===== src/hdl/sli_pkg.sv =====
`default_nettype none

package sli_pkg;

   localparam int CAPACITY = 32;
   localparam int KEY_W    = 10;
   localparam int TAG_W    = 16;
   localparam int CNT_W    = $clog2(CAPACITY + 1);

   typedef enum logic {
      FUNC_INSERT  = 1'b0,
      FUNC_READOUT = 1'b1
   } func_type;

   typedef enum logic [1:0] {
      ST_INSERTED = 2'd0,
      ST_FULL     = 2'd1,
      ST_ENTRY    = 2'd2,
      ST_EMPTY    = 2'd3
   } status_type;

   typedef enum logic [1:0] {
      OP_HOLD,
      OP_INSERT,
      OP_ROT_ASC,
      OP_ROT_DESC
   } op_type;

   typedef enum logic {
      S_IDLE,
      S_READ
   } state_type;

   typedef struct packed {
      logic             valid;
      logic [KEY_W-1:0] key;
      logic [TAG_W-1:0] tag;
   } entry_type;

   typedef struct packed {
      op_type           op;
      logic [KEY_W-1:0] key;
      logic [TAG_W-1:0] tag;
   } cell_ctl_type;

endpackage

`default_nettype wire


===== src/hdl/sorted_list_insert_readout.sv =====
`default_nettype none
// Channel   Dir  Handshake              Payload
// req       in   req_tvalid/req_tready  tuser: func; tdata: key, tag, descending
// rsp       out  rsp_tvalid/rsp_tready  tuser: status; tdata: out_key, out_tag; tlast
//
// An insert shifts the cell chain and gives its result beat the next
// cycle. A readout of n records first latches the count and the order, then
// gives n beats, one per cycle while rsp_tready allows, as the chain rotates
// once per beat and ends back in sorted order; an empty readout gives one beat
// the next cycle. Reset clears the valid bits and the count. req_tready is low
// while a readout streams or while a result beat is held by rsp_tready.

module sorted_list_insert_readout
   import sli_pkg::*;
(
   input  wire logic        clock,
   input  wire logic        reset,
   input  wire logic        req_tvalid,
   output logic             req_tready,
   input  wire logic [31:0] req_tdata,   // [9:0] key, [25:10] tag, [26] descending
   input  wire logic        req_tuser,   // [0] func
   output logic             rsp_tvalid,
   input  wire logic        rsp_tready,
   output logic [31:0]      rsp_tdata,   // [9:0] out_key, [25:10] out_tag
   output logic [1:0]       rsp_tuser,   // [1:0] status
   output logic             rsp_tlast
);

   state_type        state_ff, state_in;
   logic [CNT_W-1:0] count_ff, count_in;
   logic [CNT_W-1:0] left_ff, left_in;
   logic             desc_ff, desc_in;

   logic             rsp_valid_ff, rsp_valid_in;
   status_type       rsp_status_ff, rsp_status_in;
   logic [KEY_W-1:0] rsp_key_ff, rsp_key_in;
   logic [TAG_W-1:0] rsp_tag_ff, rsp_tag_in;
   logic             rsp_last_ff, rsp_last_in;

   cell_ctl_type     ctl;
   entry_type        ent [CAPACITY];
   logic             ge [CAPACITY];
   logic [CAPACITY-1:0] vld_v, tail_hot;
   entry_type        tail_ent;
   entry_type        rd_ent;

   logic             out_free, req_fire, step, is_insert, full;
   logic [KEY_W-1:0] req_key;
   logic [TAG_W-1:0] req_tag;
   logic             req_desc;

   assign req_key   = req_tdata[KEY_W-1:0];
   assign req_tag   = req_tdata[KEY_W+TAG_W-1:KEY_W];
   assign req_desc  = req_tdata[KEY_W+TAG_W];
   assign is_insert = (func_type'(req_tuser) == FUNC_INSERT);
   assign full      = (count_ff == CNT_W'(CAPACITY));

   assign out_free   = !rsp_valid_ff || rsp_tready;
   assign req_tready = (state_ff == S_IDLE) && out_free;
   assign req_fire   = req_tvalid && req_tready;
   assign step       = (state_ff == S_READ) && out_free;

   // cell chain
   genvar g;
   generate
      for (g = 0; g < CAPACITY; g++) begin : g_cell
         entry_type lft, rgt;
         logic      lge;
         if (g == 0) begin : g_first
            assign lft = tail_ent;
            assign lge = 1'b0;
         end else begin : g_mid
            assign lft = ent[g-1];
            assign lge = ge[g-1];
         end
         if (g == CAPACITY - 1) begin : g_last
            assign rgt = '0;
         end else begin : g_inner
            assign rgt = ent[g+1];
         end
         sli_cell u_cell (
            .clock     (clock),
            .reset     (reset),
            .ctl       (ctl),
            .left_ent  (lft),
            .left_ge   (lge),
            .right_ent (rgt),
            .head_ent  (ent[0]),
            .ent       (ent[g]),
            .ge        (ge[g])
         );
         assign vld_v[g] = ent[g].valid;
      end
   endgenerate

   // the tail is the last valid cell
   assign tail_hot = vld_v & ~{1'b0, vld_v[CAPACITY-1:1]};

   always_comb begin
      tail_ent = '0;
      for (int i = 0; i < CAPACITY; i++) begin
         if (tail_hot[i]) begin
            tail_ent = tail_ent | ent[i];
         end
      end
   end

   assign rd_ent = desc_ff ? tail_ent : ent[0];

   // next state
   always_comb begin
      state_in = state_ff;
      case (state_ff)
         S_IDLE: begin
            if (req_fire && !is_insert && (count_ff != '0)) begin
               state_in = S_READ;
            end
         end
         S_READ: begin
            if (step && (left_ff == CNT_W'(1))) begin
               state_in = S_IDLE;
            end
         end
         default: state_in = S_IDLE;
      endcase
   end

   // outputs
   always_comb begin
      ctl.key = req_key;
      ctl.tag = req_tag;
      ctl.op  = OP_HOLD;
      count_in = count_ff;
      left_in  = left_ff;
      desc_in  = desc_ff;
      rsp_valid_in  = rsp_valid_ff && !rsp_tready;
      rsp_status_in = rsp_status_ff;
      rsp_key_in    = rsp_key_ff;
      rsp_tag_in    = rsp_tag_ff;
      rsp_last_in   = rsp_last_ff;
      case (state_ff)
         S_IDLE: begin
            if (req_fire) begin
               if (is_insert) begin
                  rsp_valid_in  = 1'b1;
                  rsp_key_in    = '0;
                  rsp_tag_in    = '0;
                  rsp_last_in   = 1'b1;
                  if (full) begin
                     rsp_status_in = ST_FULL;
                  end else begin
                     rsp_status_in = ST_INSERTED;
                     ctl.op        = OP_INSERT;
                     count_in      = count_ff + CNT_W'(1);
                  end
               end else if (count_ff == '0) begin
                  rsp_valid_in  = 1'b1;
                  rsp_status_in = ST_EMPTY;
                  rsp_key_in    = '0;
                  rsp_tag_in    = '0;
                  rsp_last_in   = 1'b1;
               end else begin
                  left_in = count_ff;
                  desc_in = req_desc;
               end
            end
         end
         S_READ: begin
            if (step) begin
               // emit the current end, then rotate it away
               ctl.op        = desc_ff ? OP_ROT_DESC : OP_ROT_ASC;
               rsp_valid_in  = 1'b1;
               rsp_status_in = ST_ENTRY;
               rsp_key_in    = rd_ent.key;
               rsp_tag_in    = rd_ent.tag;
               rsp_last_in   = (left_ff == CNT_W'(1));
               left_in       = left_ff - CNT_W'(1);
            end
         end
         default: begin
         end
      endcase
   end

   always_ff @(posedge clock) begin
      if (reset) begin
         state_ff     <= S_IDLE;
         count_ff     <= '0;
         left_ff      <= '0;
         rsp_valid_ff <= 1'b0;
      end else begin
         state_ff     <= state_in;
         count_ff     <= count_in;
         left_ff      <= left_in;
         rsp_valid_ff <= rsp_valid_in;
      end
      desc_ff       <= desc_in;
      rsp_status_ff <= rsp_status_in;
      rsp_key_ff    <= rsp_key_in;
      rsp_tag_ff    <= rsp_tag_in;
      rsp_last_ff   <= rsp_last_in;
   end

   assign rsp_tvalid = rsp_valid_ff;
   assign rsp_tuser  = rsp_status_ff;
   assign rsp_tlast  = rsp_last_ff;
   assign rsp_tdata  = {{(32-KEY_W-TAG_W){1'b0}}, rsp_tag_ff, rsp_key_ff};

   // checks
   a_count_bound: assert property (@(posedge clock) disable iff (reset)
      count_ff <= CNT_W'(CAPACITY))
      else $error("entry count beyond capacity");

   a_count_valid: assert property (@(posedge clock) disable iff (reset)
      $countones(vld_v) == int'(count_ff))
      else $error("entry count disagrees with cell valid bits");

   a_read_blocks: assert property (@(posedge clock) disable iff (reset)
      (state_ff == S_READ) |-> !req_tready)
      else $error("request taken during readout");

   a_full_drop: assert property (@(posedge clock) disable iff (reset)
      (req_tvalid && req_tready && is_insert && full)
         |=> (rsp_tvalid && (rsp_tuser == ST_FULL) && $stable(count_ff)))
      else $error("insert into full list not dropped");

endmodule

`default_nettype wire


===== src/hdl/sli_cell.sv =====
`default_nettype none

module sli_cell
   import sli_pkg::*;
(
   input  wire logic         clock,
   input  wire logic         reset,
   input  wire cell_ctl_type ctl,
   input  wire entry_type    left_ent,   // lower neighbour; tail entry for the first cell
   input  wire logic         left_ge,
   input  wire entry_type    right_ent,  // upper neighbour; empty for the last cell
   input  wire entry_type    head_ent,
   output entry_type         ent,
   output logic              ge
);

   logic             valid_ff, valid_in;
   logic [KEY_W-1:0] key_ff, key_in;
   logic [TAG_W-1:0] tag_ff, tag_in;

   // empty slots count as greater so a new record lands in the first free one
   assign ge = !valid_ff || (key_ff >= ctl.key);

   assign ent.valid = valid_ff;
   assign ent.key   = key_ff;
   assign ent.tag   = tag_ff;

   always_comb begin
      valid_in = valid_ff;
      key_in   = key_ff;
      tag_in   = tag_ff;
      case (ctl.op)
         OP_INSERT: begin
            if (left_ge) begin
               // shift up to open the slot
               valid_in = left_ent.valid;
               key_in   = left_ent.key;
               tag_in   = left_ent.tag;
            end else if (ge) begin
               valid_in = 1'b1;
               key_in   = ctl.key;
               tag_in   = ctl.tag;
            end
         end
         OP_ROT_ASC: begin
            if (valid_ff) begin
               if (right_ent.valid) begin
                  key_in = right_ent.key;
                  tag_in = right_ent.tag;
               end else begin
                  // wrap the head round to the tail
                  key_in = head_ent.key;
                  tag_in = head_ent.tag;
               end
            end
         end
         OP_ROT_DESC: begin
            if (valid_ff) begin
               key_in = left_ent.key;
               tag_in = left_ent.tag;
            end
         end
         default: begin
         end
      endcase
   end

   always_ff @(posedge clock) begin
      if (reset) begin
         valid_ff <= 1'b0;
      end else begin
         valid_ff <= valid_in;
      end
      key_ff <= key_in;
      tag_ff <= tag_in;
   end

endmodule

`default_nettype wire

===== config.mk =====
export PLATFORM = sky130hd
export DESIGN_NAME = sorted_list_insert_readout
export DESIGN_NICKNAME = d
export VERILOG_FILES = /design/src/hdl/sli_pkg.sv /design/src/hdl/sorted_list_insert_readout.sv /design/src/hdl/sli_cell.sv
export SDC_FILE = /design/constraint.sdc
export NUM_CORES = 2
export LEC_CHECK = 0
export BUFFER_PORTS_ARGS = -buffer_cell sky130_fd_sc_hd__buf_2
export CAP_MARGIN = 30
export CORE_ASPECT_RATIO = 1.25
export CORE_UTILIZATION = 40
export DETAILED_ROUTE_END_ITERATION = 6
export GPL_TIMING_DRIVEN = 0
export HOLD_SLACK_MARGIN = 0.15
export MAX_ROUTING_LAYER = met4
export PLACE_DENSITY = 0.55
export SYNTH_ARGS = -nofsm -noshare
export SYNTH_HDL_FRONTEND = slang
export SYNTH_SLANG_ARGS = --single-unit

===== constraint.sdc =====
create_clock -name clock -period 5.5 [get_ports clock]
set_input_delay 0.55 -clock clock [delete_from_list [all_inputs] [get_ports clock]]
set_output_delay 0.55 -clock clock [all_outputs]
set_load 0.01 [all_outputs]

==> reports/metrics.cfg <==
[outcome]
outcome = complete, but fails checks
violations = design-rule violations

[setup_path]
cp.depth = 11
cp_slowest_cell = clkbuf_1
max_stage_delay_ns = 0.84
crit_type = in -> reg
worst_r2r_endpoint = rsp_tag_ff[12]$_SDFFCE_PN0P_
endpoint = g_cell[3].u_cell.key_ff[9]$_DFFE_PP_
path_buf_inv = 4
r2r-start = g_cell[26].u_cell.valid_ff$_SDFFE_PP0P_
r2r_setup_slack_ns = 0.52
crit_path_start = req_tdata[6]
crit_chain = buf_2 > clkbuf_1 > inv_2 > buf_12 > ha_1 > nand4_1 > a211oi_1 > or4b_1 > nor3_2 > nor2_1 > a221o_1
cp_max_fo = 19
endpoint_kind = flip-flop
worstSetupStartpointType = input pin
critical-path-top-delay-family = simple AND/OR/NAND/NOR gates
cp.required_ns = 6.03
cp.arrival_ns = 5.66
rr_worst_depth = 10

[layout]
fillers = 14859
final_area_um2 = 73700
fin_nets = 6663
layoutNonFillerInstCount = 8521
drive_gt1_frac = 0.207
syn_to_final_growth_pct = 15.5

[synth]
ys_types = 75
ys_ff_latch = 908
synthFlopType = edfxtp_1
yosysMostFrequentCell = edfxtp_1
async_flop_share = 0
syn_avg_cell_area_um2 = 10.7
netlist.area_leader.share = 0.406
synth-seq-area-share = 0.420
synth_commonest_cells = edfxtp_1, nand2_1, o221a_2, mux2i_1, clkbuf_1
yosysWarnings = 0
syn_inst = 5938
synth_area_leaders = edfxtp_1, o221a_2, mux2i_1, ha_1, nand2_1
yosys.area.top_type = edfxtp_1
synth_edf_count = 862
synth_area_um2 = 63800

[routing]
remaining_drc_errors = 2
vias_per_cell = 7.71
drt_iter0_drc = 12890
firstDrtPassIters = 7
wl_per_cell_um = 53.3
num_vias = 65685
wl_um = 455000
ant_nets = 0

[floorplan]
dieArea_um2 = 161000
die_y_um = 449
initial_utilization = 0.404
dieWidth_um = 359
rows = 163
io_pins = 74
core_um2 = 158000

[timing]
finalSetupViolations = 0
min_period_ns = 5.13
fin_skew_ns = 0.0301
rsz0062_at_grt = no
maxSlewViolCount = 0
hold_violations = 0
max_freq_ghz = 0.195
fin_crit_sh = 0.933
worst_slew_pin_slew_ns = 1.21
whs_ns = 0.264
relSlewSlack = 0.193

[power_and_ir_drop]
max-vdd-ir-drop_uv = 295
p_per_area_nw_per_um2 = 329
leakage_nw = 24.9
power_mw = 24.2

[global_route]
grt_pass1_vias = 59336
grt_usage = 0.561
grt_max_degree = 28
grt_pass1_wl_um = 580000
antenna_found_initial = 47
grt_overflow = 0

[clocking]
cts_max_level = 3
cts_setup_buffers = 0
cts_made_buffers = 110
cts_num_sinks = 908
clockBufferDepth = 3
cts_tree = built
cts-root-buf = clkbuf_16
path_clk_slew_ns = 0.07
clk_latency_ns = 0.81

[place]
placedCellCount = 8239
place_congestion = 1.20
portBuffers = 58
placed_area_um2 = 69800
dp_hpwl_um = 372000

[flow_run]
drv_cap = 0

[worst_hold_path]
hp-class = in -> reg

==> stage by stage <==
step | util | worst slack [ns] | setup TNS, ns
6_report | 0.466 | 0.369 | 0
5_1_grt | 0.466 | 0.533 | 0
4_1_cts | 0.465 | 0.543 | 0
3_5_place_dp | 0.441 | -0.278 | -7.27
3_3_place_gp | 0.422 | -3.13 | -1505.48
2_1_floorplan | - | 1.47 | 0
==> worst min path at each step <==
| stage | start | end | cells past startpoint |
|---|---|---|---|
| floorplan | count_ff[1]$_SDFFE_PP0P_ | count_ff[1]$_SDFFE_PP0P_ | 2 |
| global placement | count_ff[1]$_SDFFE_PP0P_ | count_ff[1]$_SDFFE_PP0P_ | 2 |
| detailed placement | count_ff[1]$_SDFFE_PP0P_ | count_ff[1]$_SDFFE_PP0P_ | 2 |
| CTS | req_tdata[5] | g_cell[1].u_cell.key_ff[5]$_DFFE_PP_ | 2 |
| global route | req_tdata[16] | g_cell[7].u_cell.tag_ff[6]$_DFFE_PP_ | 2 |
| finish | req_tdata[16] | g_cell[7].u_cell.tag_ff[6]$_DFFE_PP_ | 2 |
==> per-layer routing <==
layer / share of wire / routed length (um) / GRT usage / up-vias
li1: - / - / - / 24664
met1: 0.36 / 164000 / 0.656 / 32500
met2: 0.39 / 178000 / 0.746 / 6674
met3: 0.15 / 66800 / 0.233 / 1847
met4: 0.10 / 45900 / 0.453 / 0
met5: 0 / 0 / - / -
==> layout make-up <==
cell class,instances,area (um2),share of cell area
antenna,60,150,0.00204
tap,2062,2580,0.0350
inverter,87,327,0.00443
buffer,633,2620,0.0356
sequential,908,26800,0.364
clock inverter,59,589,0.00800
clock buffer,150,3050,0.0413
multi-input combinational,4315,34100,0.463
timing repair buffer,247,3440,0.0467
==> power by group <==
part / internal [mW] / switching [mW]
registers: 8.77 / 1.46
logic: 2.20 / 3.96
clock network: 4.31 / 3.51
==> worst reg2reg max path: stages (launching register included) <==
cell and delay (ns):
dfxtp_1 0.84, nor2b_1 0.42, clkbuf_2 0.64, clkbuf_1 0.38, buf_8 0.21, buf_6 0.16, a22o_1 0.18, a221oi_1 0.58
nand4_1 0.64, nor4_1 0.54, a211oi_1 0.11
==> cell usage in the layout, fill, tap and decap left out, types with 29 or more instances in the layout <==
cell type	instances
nand4_1	117
clkbuf_1	472
a21o_1	52
o21ai_0	86
and3b_1	173
nand2b_1	84
dfxtp_1	46
inv_1	77
nor2b_1	38
a22o_1	38
nor2_1	130
buf_16	39
a221o_1	45
nand2_1	833
a22oi_1	256
and3_1	31
nand3_1	137
o221a_2	719
nor3_1	29
a2111oi_0	54
o211ai_1	84
buf_2	186
buf_8	105
mux2i_1	686
edfxtp_1	862
diode_2	60
clkbuf_16	113
clkbuf_2	33
ha_1	324
a21oi_1	101
==> sequential cells by signal (all words and copies together) (netlist names), 2 cells and up <==
signal / flops
rsp_key_ff: 10
count_ff: 6
g_cell.u_cell.tag_ff: 512
rsp_tuser: 2
rsp_tag_ff: 16
g_cell.u_cell.key_ff: 320
left_ff: 6
g_cell.u_cell.valid_ff: 32
==> cell families (layout without fill, tap and decap cells) <==
logic type / count (synthesis) / after routing / synth area share
adders and majority gates: 324 / 324 / 0.0635
buffers and inverters: 720 / 1176 / 0.0456
and+or+nand+nor: 1701 / 1701 / 0.136
DFF: 908 / 908 / 0.420
xor gates and xnor gates: 5 / 5 / 0.000686
AOI/OAI and AO/OA: 1593 / 1593 / 0.227
muxes: 686 / 686 / 0.108
other: 1 / 66 / 0.0000588
==> repair_timing <==
action | in CTS | in global routing
hold endpoints to repair | 4 | 0
gates resized for setup | 0 | 0
hold buffers | 4 | 0
(Power assumes the default switching activity.)
